--- config.mk ---
export PLATFORM = sky130hd
export DESIGN_NAME = cfdl_gain_div
export DESIGN_NICKNAME = d
export VERILOG_FILES = /design/src/design/cfdl_pkg.sv /design/src/design/cfdl_gain_div.sv
export SDC_FILE = /design/constraint.sdc
export NUM_CORES = 1
export LEC_CHECK = 0
export BUFFER_PORTS_ARGS = -buffer_cell sky130_fd_sc_hd__buf_2
export CORE_AREA = 2 2 73 75
export CTS_CLUSTER_DIAMETER = 60
export DETAILED_ROUTE_END_ITERATION = 6
export DIE_AREA = 0 0 75 77
export PLACE_DENSITY = 0.65
export SLEW_MARGIN = 30
export SYNTH_ARGS = -nofsm -noshare
export SYNTH_HDL_FRONTEND = slang
export SYNTH_SLANG_ARGS = --single-unit
--- constraint.sdc ---
create_clock -name clk_i -period 5.55 [get_ports clk_i]
set_input_delay 0.555 -clock clk_i [delete_from_list [all_inputs] [get_ports clk_i]]
set_output_delay 0.555 -clock clk_i [all_outputs]
set_load 0.005 [all_outputs]
--- src/design/cfdl_pkg.sv ---
// Shared constants, types and state encoding for the crossfading delay line.
package cfdl_pkg;

  localparam int unsigned SAMPLE_W   = 24;
  localparam int unsigned MAX_DELAY  = 4096;
  localparam int unsigned MAX_BLOCK  = 1024;
  localparam int unsigned MIN_BLOCK  = 4;
  localparam int unsigned RING_DEPTH = 8192;
  localparam int unsigned RING_AW    = $clog2(RING_DEPTH);
  localparam int unsigned DELAY_W    = 13;
  localparam int unsigned BSIZE_W    = 11;
  localparam int unsigned POS_W      = $clog2(MAX_BLOCK);
  localparam int unsigned FADE_W     = BSIZE_W - 2;
  localparam int unsigned QFRAC      = 16;
  localparam int unsigned GAIN_W     = QFRAC + 1;
  localparam int unsigned ACC_W      = SAMPLE_W + GAIN_W + 2;
  localparam int unsigned CFG_IDX_W  = 1;
  localparam int unsigned CFG_W      = DELAY_W;
  localparam int unsigned DIV_CNT_W  = $clog2(QFRAC + 1);

  localparam logic [GAIN_W-1:0] GAIN_ONE = GAIN_W'(1) << QFRAC;

  typedef enum logic [CFG_IDX_W-1:0] {
    CFG_DELAY = 1'b0,
    CFG_BLOCK = 1'b1
  } cfg_idx_e;

  typedef enum logic [2:0] {
    S_IDLE,
    S_RD_CUR,
    S_RD_OLD,
    S_SETUP,
    S_DIV,
    S_MUL,
    S_OUT
  } state_e;

  // request to the gain divider: fraction num/den, num < den
  typedef struct packed {
    logic              start;
    logic [FADE_W-1:0] num;
    logic [FADE_W-1:0] den;
  } div_req_t;

  typedef struct packed {
    logic             done;
    logic [QFRAC-1:0] quot;
  } div_rsp_t;

endpackage

--- src/design/cfdl_gain_div.sv ---
// Bit-serial restoring divider producing a Q16 fraction num/den.
module cfdl_gain_div
  import cfdl_pkg::*;
(
  input  logic     clk_i,
  input  logic     rst_ni,
  input  div_req_t req_i,
  output div_rsp_t rsp_o
);

  logic                 busy_q, busy_d;
  logic                 done_q, done_d;
  logic [DIV_CNT_W-1:0] cnt_q, cnt_d;
  logic [FADE_W-1:0]    rem_q, rem_d;
  logic [FADE_W-1:0]    den_q, den_d;
  logic [QFRAC-1:0]     quo_q, quo_d;
  logic [FADE_W:0]      shifted;
  logic                 fits;

  always_comb begin
    shifted = {rem_q, 1'b0};
    fits    = shifted >= {1'b0, den_q};
    busy_d  = busy_q;
    done_d  = 1'b0;
    cnt_d   = cnt_q;
    rem_d   = rem_q;
    den_d   = den_q;
    quo_d   = quo_q;
    if (req_i.start) begin
      busy_d = 1'b1;
      cnt_d  = DIV_CNT_W'(QFRAC);
      rem_d  = req_i.num;
      den_d  = req_i.den;
      quo_d  = '0;
    end else if (busy_q) begin
      // remainder stays below den, so the shifted value never loses a bit
      rem_d = fits ? FADE_W'(shifted - {1'b0, den_q}) : shifted[FADE_W-1:0];
      quo_d = {quo_q[QFRAC-2:0], fits};
      cnt_d = cnt_q - DIV_CNT_W'(1);
      if (cnt_q == DIV_CNT_W'(1)) begin
        busy_d = 1'b0;
        done_d = 1'b1;
      end
    end
  end

  always_ff @(posedge clk_i or negedge rst_ni) begin
    if (!rst_ni) begin
      busy_q <= 1'b0;
      done_q <= 1'b0;
      cnt_q  <= '0;
    end else begin
      busy_q <= busy_d;
      done_q <= done_d;
      cnt_q  <= cnt_d;
    end
  end

  always_ff @(posedge clk_i) begin
    rem_q <= rem_d;
    den_q <= den_d;
    quo_q <= quo_d;
  end

  assign rsp_o.done = done_q;
  assign rsp_o.quot = quo_q;

endmodule

### After elaboration in Yosys (flattened, before gate mapping)

Index checks and enable logic that the tools add are counted.

* bits of input ports: 21
* flip-flop bits (word level): 41
* logic and storage cells: 22

* mux-type cells: 11
* $add $sub $neg: 2
* $lt $le $gt $ge: 1
* equality and inequality tests: 1
* reduce and logical (&&, ||, !) cells: 1

Operators by type and width (number)
* $mux W9: 3
* $ge A10 B9 Y1: 1
* $mux W5: 2
* $sub A9 B9 Y9: 1
* $mux W1: 6
* $eq A5 B1 Y1 const B: 1
* $sub A5 B1 Y5 const B: 1
* $reduce_bool A2 Y1: 1

### Longest topological paths before layout

* depth after elaboration: 4
* mapped depth: 8
* depth with buffers taken out: 8

### Worst setup path before layout

No wires, ideal clock.

* kind: reg-to-reg
* from: reg rem_q[0]
* to: reg rem_q[6] (data pin)
* cell stages (with the launch flop): 8
* path buffers: 0
* required time: 5.282 ns
* arrival time: 1.914 ns
* setup time: 0.268 ns
* path slack: 3.367 ns
* cell sequence: edfxtp_1 -> inv_1 -> fa_1 -> nand2b_2 -> a211o_4 -> a31o_2 -> a32oi_1 -> o31ai_1

* cells in the longest elaborated chain, start to end: 4
* elaborated cells on any way between the ends: 5

RTL lines
* start, declared: RTL line cfdl_gain_div.sv:14 `logic [FADE_W-1:0] rem_q, rem_d;`
* start signal, assigned: RTL line cfdl_gain_div.sv:60 `rem_q <= rem_d;`
* $sub A9 B9 Y9 or $ge A10 B9 Y1 (tied branches): RTL line cfdl_gain_div.sv:37, cfdl_gain_div.sv:22
* $mux W9 (*): RTL line cfdl_gain_div.sv:37 `rem_d = fits ? FADE_W'(shifted - {1'b0, den_q}) : shifted[FADE_W-1:0];`
* $mux W9 (*): RTL line cfdl_gain_div.sv:35 `end else if (busy_q) begin`
* $mux W9 (*): RTL line cfdl_gain_div.sv:29 `if (req_i.start) begin`
* net rem_d[6]: RTL line cfdl_gain_div.sv:14

The timed path passes the listed nets; every way through them passes the cells marked *. The select of a mux whose other input is x is not followed.
A chain may end at the register's enable or synchronous reset.

### Worst setup path in the final report

* from: reg den_q[0]
* to: reg rem_q[6] (data pin)

* cells in the longest elaborated chain, start to end: 4
* elaborated cells on any way between the ends: 5

RTL lines
* start, declared: RTL line cfdl_gain_div.sv:15 `logic [FADE_W-1:0] den_q, den_d;`
* start signal, assigned: RTL line cfdl_gain_div.sv:61 `den_q <= den_d;`
* $sub A9 B9 Y9 or $ge A10 B9 Y1 (tied branches): RTL line cfdl_gain_div.sv:37, cfdl_gain_div.sv:22
* $mux W9 (*): RTL line cfdl_gain_div.sv:37
* $mux W9 (*): RTL line cfdl_gain_div.sv:35
* $mux W9 (*): RTL line cfdl_gain_div.sv:29
* net rem_d[6]: RTL line cfdl_gain_div.sv:14

Marked as above.

==> metrics.csv <==
stage;metric;value;unit
timing;Final setup viols;0;
placed_design;hpwl dp;2.91;mm
synth;synth cell count leaders;22 x nor2_1, 18 x edfxtp_1, 16 x dfxtp_1, 16 x mux2i_1, 14 x inv_1;
global_routing;global route total overflow;0;
global_routing;first-pass GRT wire length;7.03;mm
layout;fill cell total of the finished layout;486;
die;row count;26;
power_and_ir_drop;clock share of power;18.5;%
layout;Nets;273;
die;die height;77;um
synth;Synth area leader;edfxtp_1;
clocking;post-cts resize count;0;
timing;Max Slew Vio Count;0;
layout;ratio of cells with drive above 1 in the final layout;24.1;%
worst_setup_path;crit-path max FO;8;
synth;mapped cell area;2180;sq um
global_routing;GR Util All Layers;15.8;%
timing;final hold viol count;0;
worst_setup_path;Critical Path RT;5.58;ns
synth;Synth async-reset ratio;17.1;%
power_and_ir_drop;Int Pwr;672;uW
global_routing;initial antenna violation count;0;
placed_design;gpl congestion;0.817;
clocking;hold bufs inserted after CTS;0;
timing;final cycle utilization of the critical path;42.8;%
run_status;outcome;complete, no violations;
synth;Cell variety after synth;50;
power_and_ir_drop;maximum vdd drop;0.189;mV
layout;Synth-to-Final Area Change;14.8;%
worst_setup_path;capturing point of the worst reg2reg path;rem_q[6];
layout;register area;1040;sq um
route;via count;1581;
clocking;clock latency on the worst-skew pair;0.29;ns
power_and_ir_drop;Sw Ratio;37.9;%
synth;Syn Area/Cell;10.6;sq um
synth;Area contributors post-synth;edfxtp_1 25%, dfxtp_1 15%, dfrtp_1 8.0%;
layout;multi-input logic area;1040;sq um
layout;# diodes;0;
clocking;Worst-path clk slew;0.08;ns
route;WL/cell;13.4;um
clocking;CTS tree;built;
synth;top_reg_cell synth;edfxtp_1;
worst_setup_path;worst setup path class;reg -> reg;
die;Top-Level Pins;38;
route;DR DRC count;0;
clocking;Root Driver;clkbuf_8;
timing;fmax;0.421;GHz
timing;setup TNS;0;ns
worst_setup_path;crit path capture type;flip-flop;
worst_setup_path;startpoint types;flip-flop;
worst_setup_path;Worst R2R Start;den_q[0];
clocking;CTS max path bufs;2;
power_and_ir_drop;net switching power;411;uW
clocking;Sink Count;41;
route;TritonRoute pass-1 iters;4;
synth;syn_nets;239;
hold_path;Worst Hold Class;in -> async;
synth;#FFs+latches synth;41;
power_and_ir_drop;part of the power in registers;39.6;%
layout;fin area;2500;sq um
power_and_ir_drop;Leak;0.00116;uW
global_routing;pin count of the biggest net entering global routing;56;
placed_design;Post-DP Area;2410;sq um
timing;final hold slack;0.0745;ns
clocking;Clock H-tree levels;2;
synth;area share of the largest cell type after synthesis;24.8;%
synth;Synth Warn #;0;
job;max-cap viol count;0;
placed_design;Setup WS pre-CTS;3.20;ns
die;Die Area;5780;sq um
route;vias per cell;5.08;
worst_setup_path;reg2reg path depth;6;
timing;Tightest Pin Transition;0.530;ns
die;Initial Util;43.8;%
die;Die Span X;75;um
route;number of DRC markers in iteration 0;147;
synth;Syn Inst Count;206;
clocking;buffer count from post-CTS setup fixing;0;
synth;Seq/Total Area, Yosys;47.6;%
power_and_ir_drop;P per Cell Area;433;nW/um^2
timing;Slew Limit Headroom;64.6;%
clocking;total CTS buffers;5;
power_and_ir_drop;Gate power share;41.9;%
die;core box area;4980;sq um
route;antenna viol nets, final;0;
timing;Clock Skew;0.00521;ns
synth;library cell with the highest instance count after synthesis;nor2_1;
worst_setup_path;worst reg2reg setup slack;3.18;ns
global_routing;vias in the first global route;1504;
timing;RSZ-0062 raised after global routing;no;
placed_design;IO buf count;37;
synth;number of synthesized flops with an enable pin;18;
route;Total Routed Length;4.16;mm
timing;min Tclk post-route;2.37;ns
worst_setup_path;CP Data Arrival Time;2.41;ns
timing;post-route setup slack;3.18;ns
per-stage QoR:
step / util, % / power, uW / instances
after floorplan: - / 785 / 206
after global placement: 48.4 / 879 / 303
after detailed placement: 48.4 / 885 / 303
after CTS: 50.2 / 1090 / 311
after global routing: 50.3 / 1170 / 311
final: 50.3 / 1080 / 311
worst max-delay path by stage:
stage                     slack (ns)       end     start  depth (start not counted)
after floorplan                 3.37  rem_q[6]  rem_q[0]                          7
after global placement          3.28  rem_q[6]  rem_q[0]                          7
after detailed placement        3.20  rem_q[6]  den_q[0]                          6
after CTS                       3.16  rem_q[6]  den_q[0]                          6
after global routing            3.10  rem_q[6]  den_q[0]                          6
final                           3.18  rem_q[6]  den_q[0]                          6
placed cells by master (no fill, tap or decap), types with 3 or more instances in the layout:
master and n:
a211o_1 3, dfrtp_1 7, nor2b_1 4, xnor2_1 6
inv_1 14, ha_1 11, dfxtp_1 16, nand2b_1 3
mux2i_1 16, nand2_1 11, a31oi_1 4, nor3_1 4
nor2_1 22, a21oi_1 11, clkbuf_8 5, nand4b_1 4
buf_2 36, edfxtp_1 18
power groups by stage:
| stage | sequential, uW | combinational (uW) | clock (uW) |
|---|---|---|---|
| floorplan | 420 | 365 | 0 |
| global placement | 434 | 446 | 0 |
| detailed placement | 434 | 451 | 0 |
| CTS | 428 | 454 | 210 |
| global route | 434 | 514 | 220 |
| finish | 428 | 454 | 201 |
sequential cells by signal (all words and copies together), names as in the netlist:
register	flops
den_q	9
cnt_q	5
busy_q	1
rem_q	9
quo_q	16
done_q	1
metal layers:
metal / share of wire [%] / vias up / GRT usage (%)
met5: 0 / - / 0
met2: 47 / 32 / 23.1
met1: 46 / 733 / 21.2
li1: - / 808 / -
met3: 5.0 / 8 / 5.12
met4: 2.1 / 0 / 6.61
layout make-up:
class / instances / area share [%]
multi-input cells: 140 / 41.6
flip-flops and latches: 41 / 41.4
repair buffers: 38 / 7.80
well taps: 70 / 3.50
clock buffers: 5 / 2.75
inverters: 14 / 2.10
clock inverters: 3 / 0.800
critical path, stage by stage, from the launching register on:
cell and delay [ns]:
edfxtp_1 0.44, fa_1 0.45, nand2b_2 0.22, a211o_4 0.36, a31o_2 0.30, a32oi_1 0.25
o31ai_1 0.10
logic make-up (layout without fill, tap and decap cells):
group	Yosys count	in the layout	share of synthesized area, %
AND/OR/NAND/NOR	64	64	15.6
XOR/XNOR	8	8	3.22
flip-flops	41	41	47.6
adder cells (fa/ha/maj)	12	12	7.24
AO/OA/AOI/OAI	40	40	14.4
multiplexers	16	16	7.35
buffers and inverters	25	60	4.65
Power figures use the tool's default switching activity.
